--- config.mk ---
export PLATFORM = sky130hd
export DESIGN_NAME = line_sensor_position_estimator_top
export DESIGN_NICKNAME = d
export VERILOG_FILES = /design/src/rtl/lsp_pkg.sv /design/src/rtl/lsp_lane.sv /design/src/rtl/lsp_merge.sv /design/src/rtl/lsp_div.sv /design/src/rtl/line_sensor_position_estimator_top.sv
export SDC_FILE = /design/constraint.sdc
export NUM_CORES = 1
export LEC_CHECK = 0
export ABC_AREA = 1
export BUFFER_PORTS_ARGS = -buffer_cell sky130_fd_sc_hd__buf_2
export CAP_MARGIN = 20
export CORE_ASPECT_RATIO = 1.1
export CORE_UTILIZATION = 32
export DETAILED_ROUTE_END_ITERATION = 10
export GPL_TIMING_DRIVEN = 0
export SLEW_MARGIN = 20
export SYNTH_ARGS = -nofsm -noshare
export SYNTH_HDL_FRONTEND = slang
export SYNTH_HIERARCHICAL = 1
export SYNTH_SLANG_ARGS = --single-unit
--- constraint.sdc ---
create_clock -name clk -period 11.5 [get_ports clk]
set_clock_uncertainty 0.15 [all_clocks]
set_input_delay 2.3 -clock clk [delete_from_list [all_inputs] [get_ports clk]]
set_output_delay 2.3 -clock clk [all_outputs]
set_load 0.01 [all_outputs]
--- src/rtl/lsp_pkg.sv ---
// types, constants and helper functions shared by the line sensor position estimator
// no dependencies; every other file of the block refers to it by scoped names
`timescale 1ns / 1ps

package lsp_pkg;

    localparam int MAX_FIELDS    = 8;
    localparam int STEP_WEIGHT   = 150;
    localparam int RECIP3        = 2731;
    localparam int RECIP3_SHIFT  = 13;
    localparam int DIV_RADIX     = 4;
    localparam int DIV_STEPS     = 4;
    localparam int DIV_W         = DIV_RADIX * DIV_STEPS;
    localparam int THR_MAX       = 682;

    typedef logic [1:0]  kind_t;
    typedef logic [9:0]  sample_t;
    typedef logic [9:0]  thr_t;
    typedef logic [10:0] pos_t;
    typedef logic [3:0]  cnt_t;
    typedef logic [12:0] sum_t;
    typedef logic [1:0]  step_t;

    localparam kind_t KIND_CAL   = 2'd0;
    localparam kind_t KIND_WHITE = 2'd1;
    localparam kind_t KIND_BLACK = 2'd2;

    typedef struct packed {
        logic    active;
        logic    hit;
        pos_t    weight;
        sample_t sample;
    } lane_t;

    typedef struct packed {
        sum_t    sum;
        cnt_t    count;
        sample_t lo;
        sample_t hi;
    } merge_t;

    typedef struct packed {
        logic busy;
        logic done;
    } div_stat_t;

    // limit the sensor count to 1 .. top
    function automatic cnt_t clamp_count(cnt_t n, cnt_t top);
        cnt_t r;
        r = n;
        if (r < 4'd1)
            r = 4'd1;
        if (r > top)
            r = top;
        return r;
    endfunction

    // (n - 1) * 150 / 2
    function automatic pos_t centre_of(cnt_t n);
        logic [11:0] prod;
        prod = (12'(n) - 12'd1) * 12'(STEP_WEIGHT);
        return pos_t'(prod >> 1);
    endfunction

endpackage

--- src/rtl/lsp_lane.sv ---
// one sensor lane: flags the sample against the threshold and forms its weight
// depends on lsp_pkg
`timescale 1ns / 1ps

module lsp_lane #(
    parameter int IDX = 0
) (
    input  logic            clk,
    input  logic            load,
    input  lsp_pkg::kind_t  kind,
    input  lsp_pkg::sample_t sample,
    input  lsp_pkg::thr_t   thr,
    input  lsp_pkg::cnt_t   count,
    output lsp_pkg::lane_t  lane
);

    lsp_pkg::lane_t lane_reg;
    lsp_pkg::lane_t lane_next;
    lsp_pkg::cnt_t  rank;

    always_comb
    begin
        lane_next.active = (lsp_pkg::cnt_t'(IDX) < count);
        rank             = count - 4'd1 - lsp_pkg::cnt_t'(IDX);
        lane_next.weight = lsp_pkg::pos_t'(rank) * lsp_pkg::pos_t'(lsp_pkg::STEP_WEIGHT);
        lane_next.sample = sample;
        case (kind)
            lsp_pkg::KIND_WHITE: lane_next.hit = lane_next.active && (sample > thr);
            lsp_pkg::KIND_BLACK: lane_next.hit = lane_next.active && (sample < thr);
            default:             lane_next.hit = 1'b0;
        endcase
    end

    always_ff @(posedge clk)
    begin
        if (load)
            lane_reg <= lane_next;
    end

    assign lane = lane_reg;

endmodule

--- src/rtl/lsp_merge.sv ---
// merging stage: weight sum, flag count and sample extremes over the active lanes
// depends on lsp_pkg
`timescale 1ns / 1ps

module lsp_merge #(
    parameter int LANES = 8
) (
    input  logic           clk,
    input  logic           load,
    input  lsp_pkg::lane_t lanes [LANES],
    output lsp_pkg::merge_t merged
);

    lsp_pkg::merge_t merged_reg;
    lsp_pkg::merge_t merged_next;

    always_comb
    begin
        merged_next.sum   = '0;
        merged_next.count = '0;
        merged_next.lo    = '1;
        merged_next.hi    = '0;
        for (int i = 0; i < LANES; i++)
        begin
            if (lanes[i].hit)
            begin
                merged_next.sum   = merged_next.sum + lsp_pkg::sum_t'(lanes[i].weight);
                merged_next.count = merged_next.count + 4'd1;
            end
            if (lanes[i].active)
            begin
                if (lanes[i].sample < merged_next.lo)
                    merged_next.lo = lanes[i].sample;
                if (lanes[i].sample > merged_next.hi)
                    merged_next.hi = lanes[i].sample;
            end
        end
    end

    always_ff @(posedge clk)
    begin
        if (load)
            merged_reg <= merged_next;
    end

    assign merged = merged_reg;

endmodule

--- src/rtl/lsp_div.sv ---
// iterative restoring divider, four quotient bits per cycle
// depends on lsp_pkg; divides the weight sum by the flag count
`timescale 1ns / 1ps

module lsp_div (
    input  logic               clk,
    input  logic               rst_n,
    input  logic               start,
    input  lsp_pkg::sum_t      dividend,
    input  lsp_pkg::cnt_t      divisor,
    output lsp_pkg::pos_t      quotient,
    output lsp_pkg::div_stat_t stat
);

    logic [lsp_pkg::DIV_W-1:0] work_reg;
    logic [lsp_pkg::DIV_W-1:0] work_next;
    lsp_pkg::cnt_t             rem_reg;
    lsp_pkg::cnt_t             rem_next;
    lsp_pkg::cnt_t             dvs_reg;
    lsp_pkg::step_t            step_reg;
    logic                      busy_reg;
    logic                      done_reg;
    logic [4:0]                trial;

    always_comb
    begin
        work_next = work_reg;
        rem_next  = rem_reg;
        trial     = '0;
        for (int j = 0; j < lsp_pkg::DIV_RADIX; j++)
        begin
            trial     = {rem_next, work_next[lsp_pkg::DIV_W-1]};
            work_next = {work_next[lsp_pkg::DIV_W-2:0], 1'b0};
            if (trial >= {1'b0, dvs_reg})
            begin
                rem_next     = lsp_pkg::cnt_t'(trial - {1'b0, dvs_reg});
                work_next[0] = 1'b1;
            end
            else
            begin
                rem_next = lsp_pkg::cnt_t'(trial);
            end
        end
    end

    always_ff @(posedge clk or negedge rst_n)
    begin
        if (!rst_n)
        begin
            busy_reg <= 1'b0;
            done_reg <= 1'b0;
            step_reg <= '0;
        end
        else if (start)
        begin
            busy_reg <= 1'b1;
            done_reg <= 1'b0;
            step_reg <= '0;
        end
        else if (busy_reg)
        begin
            step_reg <= step_reg + 2'd1;
            if (step_reg == lsp_pkg::step_t'(lsp_pkg::DIV_STEPS - 1))
            begin
                busy_reg <= 1'b0;
                done_reg <= 1'b1;
            end
        end
    end

    always_ff @(posedge clk)
    begin
        if (start)
        begin
            work_reg <= lsp_pkg::DIV_W'(dividend);
            rem_reg  <= '0;
            dvs_reg  <= divisor;
        end
        else if (busy_reg)
        begin
            work_reg <= work_next;
            rem_reg  <= rem_next;
        end
    end

    assign quotient  = lsp_pkg::pos_t'(work_reg);
    assign stat.busy = busy_reg;
    assign stat.done = done_reg;

endmodule

--- src/rtl/line_sensor_position_estimator_top.sv ---
// top level of the line sensor position estimator
// depends on lsp_pkg, lsp_lane, lsp_merge and lsp_div
`timescale 1ns / 1ps

// Usage
// - input channel: in_valid / in_stall with kind and sample_0 .. sample_7;
//   one beat is one sweep of the sensor array
// - output channel: out_valid / out_stall with position, threshold and
//   line_seen; every input beat gives exactly one output beat
// - cfg_write / cfg_data write active_sensors and recentre the held position;
//   write only while no sweep is in flight
// - a sweep passes the lane register, the merge register, the divider load,
//   the divider steps at four quotient bits each, then the result register
// - the input takes a new sweep only in the idle state, once the divider
//   has passed the previous sweep to the output register; the next sweep is
//   taken while the previous result still waits in the output register
// - a stalled output holds its beat; a finished sweep then waits in the
//   divider stage until the output register is free, and in_stall stays high
// - reset: active_sensors = NUM_SENSORS, threshold = (2^SAMPLE_BITS - 1) / 3,
//   position at the centre of the array, no output beat pending
module line_sensor_position_estimator_top #(
    parameter int NUM_SENSORS = 8,
    parameter int SAMPLE_BITS = 10
) (
    input  logic                   clk,
    input  logic                   rst_n,
    input  logic                   in_valid,
    output logic                   in_stall,
    input  lsp_pkg::kind_t         kind,
    input  lsp_pkg::sample_t       sample_0,
    input  lsp_pkg::sample_t       sample_1,
    input  lsp_pkg::sample_t       sample_2,
    input  lsp_pkg::sample_t       sample_3,
    input  lsp_pkg::sample_t       sample_4,
    input  lsp_pkg::sample_t       sample_5,
    input  lsp_pkg::sample_t       sample_6,
    input  lsp_pkg::sample_t       sample_7,
    output logic                   out_valid,
    input  logic                   out_stall,
    output lsp_pkg::pos_t          position,
    output lsp_pkg::thr_t          threshold,
    output logic                   line_seen,
    input  logic                   cfg_write,
    input  lsp_pkg::cnt_t          cfg_data
);

    localparam int LANES = (NUM_SENSORS < lsp_pkg::MAX_FIELDS) ?
                           NUM_SENSORS : lsp_pkg::MAX_FIELDS;
    localparam lsp_pkg::sample_t SAMPLE_MASK = (SAMPLE_BITS >= 10) ? 10'h3FF :
                           lsp_pkg::sample_t'((1 << SAMPLE_BITS) - 1);
    localparam lsp_pkg::thr_t THR_RESET = lsp_pkg::thr_t'(((1 << SAMPLE_BITS) - 1) / 3);

    typedef enum logic [3:0] {
        S_IDLE  = 4'b0001,
        S_MERGE = 4'b0010,
        S_DIVGO = 4'b0100,
        S_DIV   = 4'b1000
    } state_t;

    state_t             state_reg;
    state_t             state_next;
    lsp_pkg::cnt_t      active_reg;
    lsp_pkg::thr_t      held_threshold_reg;
    lsp_pkg::pos_t      held_position_reg;
    lsp_pkg::kind_t     kind_reg;
    lsp_pkg::thr_t      thr_calc_reg;
    lsp_pkg::thr_t      thr_calc_next;
    logic               out_valid_reg;
    lsp_pkg::pos_t      position_reg;
    lsp_pkg::thr_t      threshold_reg;
    logic               line_seen_reg;

    logic               accept;
    logic               commit;
    logic               track;
    logic [22:0]        thr_prod;
    lsp_pkg::cnt_t      eff_count;
    lsp_pkg::sample_t   samp [lsp_pkg::MAX_FIELDS];
    lsp_pkg::lane_t     lane_q [LANES];
    lsp_pkg::merge_t    merged;
    lsp_pkg::pos_t      quotient;
    lsp_pkg::div_stat_t div_stat;

    assign eff_count = lsp_pkg::clamp_count(active_reg, lsp_pkg::cnt_t'(LANES));
    assign accept    = in_valid && !in_stall;
    assign in_stall  = (state_reg != S_IDLE);

    assign samp[0] = sample_0 & SAMPLE_MASK;
    assign samp[1] = sample_1 & SAMPLE_MASK;
    assign samp[2] = sample_2 & SAMPLE_MASK;
    assign samp[3] = sample_3 & SAMPLE_MASK;
    assign samp[4] = sample_4 & SAMPLE_MASK;
    assign samp[5] = sample_5 & SAMPLE_MASK;
    assign samp[6] = sample_6 & SAMPLE_MASK;
    assign samp[7] = sample_7 & SAMPLE_MASK;

    for (genvar g = 0; g < LANES; g++)
    begin : g_lane
        lsp_lane #(
            .IDX (g)
        ) u_lane (
            .clk    (clk),
            .load   (accept),
            .kind   (kind),
            .sample (samp[g]),
            .thr    (held_threshold_reg),
            .count  (eff_count),
            .lane   (lane_q[g])
        );
    end

    lsp_merge #(
        .LANES (LANES)
    ) u_merge (
        .clk    (clk),
        .load   (state_reg == S_MERGE),
        .lanes  (lane_q),
        .merged (merged)
    );

    lsp_div u_div (
        .clk      (clk),
        .rst_n    (rst_n),
        .start    (state_reg == S_DIVGO),
        .dividend (merged.sum),
        .divisor  (merged.count),
        .quotient (quotient),
        .stat     (div_stat)
    );

    // divide by three as a reciprocal multiply, exact for sums below 2^11
    always_comb
    begin
        thr_prod      = 23'({1'b0, merged.lo} + {1'b0, merged.hi}) * 23'(lsp_pkg::RECIP3);
        thr_calc_next = lsp_pkg::thr_t'(thr_prod >> lsp_pkg::RECIP3_SHIFT);
    end

    assign track  = (kind_reg == lsp_pkg::KIND_WHITE) || (kind_reg == lsp_pkg::KIND_BLACK);
    assign commit = (state_reg == S_DIV) && div_stat.done && (!out_valid_reg || !out_stall);

    always_comb
    begin
        state_next = state_reg;
        unique case (state_reg)
            S_IDLE:  if (accept) state_next = S_MERGE;
            S_MERGE: state_next = S_DIVGO;
            S_DIVGO: state_next = S_DIV;
            S_DIV:   if (commit) state_next = S_IDLE;
            default: state_next = S_IDLE;
        endcase
    end

    always_ff @(posedge clk or negedge rst_n)
    begin
        if (!rst_n)
        begin
            state_reg          <= S_IDLE;
            active_reg         <= lsp_pkg::cnt_t'(NUM_SENSORS);
            held_threshold_reg <= THR_RESET;
            held_position_reg  <= lsp_pkg::centre_of(
                lsp_pkg::clamp_count(lsp_pkg::cnt_t'(NUM_SENSORS), lsp_pkg::cnt_t'(LANES)));
            out_valid_reg      <= 1'b0;
        end
        else
        begin
            state_reg <= state_next;
            if (cfg_write)
            begin
                active_reg        <= cfg_data;
                held_position_reg <= lsp_pkg::centre_of(
                    lsp_pkg::clamp_count(cfg_data, lsp_pkg::cnt_t'(LANES)));
            end
            else if (commit)
            begin
                if (kind_reg == lsp_pkg::KIND_CAL)
                    held_threshold_reg <= thr_calc_reg;
                if (track && (merged.count != '0))
                    held_position_reg <= quotient;
            end
            if (commit)
                out_valid_reg <= 1'b1;
            else if (!out_stall)
                out_valid_reg <= 1'b0;
        end
    end

    always_ff @(posedge clk)
    begin
        if (accept)
            kind_reg <= kind;
        if (state_reg == S_DIVGO)
            thr_calc_reg <= thr_calc_next;
        if (commit)
        begin
            line_seen_reg <= track && (merged.count != '0);
            if (kind_reg == lsp_pkg::KIND_CAL)
                threshold_reg <= thr_calc_reg;
            else
                threshold_reg <= held_threshold_reg;
            if (track && (merged.count != '0))
                position_reg <= quotient;
            else
                position_reg <= held_position_reg;
        end
    end

    assign out_valid = out_valid_reg;
    assign position  = position_reg;
    assign threshold = threshold_reg;
    assign line_seen = line_seen_reg;

`ifndef SYNTHESIS
    a_accept_to_merge: assert property (@(posedge clk) disable iff (!rst_n)
        accept |=> (state_reg == S_MERGE))
        else $error("accepted beat did not move to the merge stage");

    a_quotient_range: assert property (@(posedge clk) disable iff (!rst_n)
        ((state_reg == S_DIV) && div_stat.done && (merged.count != '0)) |->
        (quotient <= lsp_pkg::centre_of(eff_count) * 2'd2 + 11'd1))
        else $error("mean weight above the largest lane weight");

    a_threshold_range: assert property (@(posedge clk) disable iff (!rst_n)
        held_threshold_reg <= lsp_pkg::thr_t'(lsp_pkg::THR_MAX))
        else $error("held threshold out of range");

    a_div_busy_state: assert property (@(posedge clk) disable iff (!rst_n)
        div_stat.busy |-> (state_reg == S_DIV))
        else $error("divider running outside the divide state");

    a_commit_frees_input: assert property (@(posedge clk) disable iff (!rst_n)
        commit |=> (out_valid && !in_stall))
        else $error("commit did not present a result and free the input");
`endif

endmodule

==> reports/summary.txt <==
Most used cell, CP: nand2_1
Final ANT Viol Nets: 0
Vias: 25300
Clock sink total: 305
Hold wc startpoint: u_merge/merged[21]$_DFFE_PP_
Initial antenna violation count: 15
Worst Tran Pin Value: 0.990 ns
Design area: 36200 sq um
Cell area after synthesis: 30500 sq um
Worst EP required: 11.62 ns
Area Growth Syn to Fin: 18.8%
Reg-to-reg startpoint: g_lane[0].u_lane/lane[22]$_DFFE_PP_
Max Clk Rate: 0.0883 GHz
Die X: 296 um
Placed Cells: 5173
Avg Cell Area, Syn: 8.05 sq um
CTS tree: yes
Largest stage delay, worst path: 0.42 ns
Run status: finished clean
Critical path arrival: 11.44 ns
Max FFs per register: 176
DRC viols: 0
Clk root buf: clkbuf_16
CP Launch Type: flop
Syn Inst Count: 3781
Hold crit path type: reg -> reg
H-tree Lvls: 2
R2r setup slk: 0.18 ns
Slew HR: 33.9%
Share of layout cells above drive strength 1: 17.1%
RSZ-0062 raised after global routing: yes
Worst Reg-to-Reg Cells: 80
Final HPWL DP: 65800 um
Minimum clock period: 11.32 ns
Max-cap viol count: 0
Critical path buffers and inverters: 20
Util after Layout: 38.4%
DRT Wirelength: 81500 um
Die Y: 326 um
DR iter-0 viols: 1307
Final #Nets: 4723
Clk_lat worst skew: 0.56 ns
Vias in the first global route: 24100
WL per Instance: 15.2 um
Hold Fails Final Rpt: 0
Drt via density: 4.72
YS warnings: 6
Clk slew on worst S/H paths: 0.07 ns
Hold WS: 0.299 ns
Critical path's top delay family: compound AO/OA/AOI/OAI gates
CP Class: reg -> reg
Crit. End Element: flop
Non-Filler Instances: 5351
Worst Hold End: u_div/dvs_reg[1]$_DFFE_PP_
Placed cell area: 33000 sq um
Crit. path cell count: 80
Post-CTS Hold Fix Bufs: 0
# rows: 118
Core area: 94200 sq um
Pins over their slew limit: 0
Clock buffer depth: 3
GRT overflow: 0
Initial Util: 32.3%
Final setup fails: 0
Final Cycle Share: 98.5%
First-pass GRT wire length: 126000 um
Largest net degree at the start of global routing: 35
Hold path depth: 0
Tot GR Track Use: 16.4%
Critical-path top delay cell: edfxtp_1
Die ar.: 96400 sq um
Reg2Reg Capture Point: u_merge/merged[19]$_DFFE_PP_
Final Wtd Congestion: 0.904
First drt pass iteration count: 6
Ports: 115
CP Max Fanout: 10
CTS Buf Count: 37
Port bufs: 113
## cells in the final DEF, fill, tap and decap left out, drive strengths merged, types with 4 or more instances in the layout
cell type / instances
o211ai: 4
nand2: 970
diode: 7
and2: 11
nor2: 195
clkinv: 17
a211oi: 16
o31ai: 7
dfstp: 11
conb: 12
nor3: 16
nor3b: 4
ha: 516
buf: 284
o21bai: 48
o21ai: 256
nand4: 45
a22oi: 4
edfxtp: 264
nand3: 179
inv: 673
xor2: 118
xnor2: 37
a21o: 6
clkbuf: 68
dfxtp: 7
nor4: 4
o21a: 4
nand3b: 9
a31oi: 22
or2: 6
a31o: 5
dfrtp: 23
a21oi: 173
fa: 56
## worst register-to-register path, delay by kind of cell, from the launching register on
family	cells	cell delay (ns)
adders and majority gates	6	1.77
buffers and inverters	20	2.69
and+or+nand+nor	32	2.95
DFF	1	0.42
AOI/OAI and AO/OA	22	3.06
## metrics by stage
step           TNS (ns)  setup WS, ns
3_5_place_dp     -19.20         -1.54
2_1_floorplan         0         0.779
4_1_cts               0        0.0118
5_1_grt           -5.75        -0.376
6_report              0         0.175
3_3_place_gp    -530.23         -2.90
## worst max path at each step
stage	start	to
after floorplan	g_lane[0].u_lane/lane[22]$_DFFE_PP_	u_merge/merged[11]$_DFFE_PP_
after global placement	in_valid	g_lane[1].u_lane/lane[2]$_DFFE_PP_
after detailed placement	g_lane[0].u_lane/lane[22]$_DFFE_PP_	u_merge/merged[19]$_DFFE_PP_
after CTS	g_lane[0].u_lane/lane[22]$_DFFE_PP_	u_merge/merged[9]$_DFFE_PP_
after global routing	g_lane[0].u_lane/lane[22]$_DFFE_PP_	u_merge/merged[11]$_DFFE_PP_
final	g_lane[0].u_lane/lane[22]$_DFFE_PP_	u_merge/merged[19]$_DFFE_PP_
## timing repair
| action | CTS | global route |
|---|---|---|
| setup buffers | 33 | 69 |
| gates cloned | 2 | 4 |
| resized for setup | 63 | 262 |
| endpoints found under the setup margin | 20 | 20 |
| pin swaps | 23 | 102 |
## final cells by class
type,instances,area (sq um)
diodes,7,17.5
plain buffers,70,569
clock buffers,45,977
clock inverters,18,163
fillers,9537,58000
inverters,676,2550
multi-input cells,2733,19600
flip-flops and latches,305,8930
well taps,1260,1580
repair buffers,237,1820
## layer usage
layer  routed length [um]  global-route usage [%]  up-vias
met4                 2350                    4.84       10
li1                     -                       -    13000
met5                   64                       0        -
met3                 3550                    2.08      128
met2                39300                    28.7      442
met1                36100                    20.9    11700
Power is left out: the tool's default activity adds up to more than one toggle a clock period on the data nets, which glitch-free logic cannot reach.
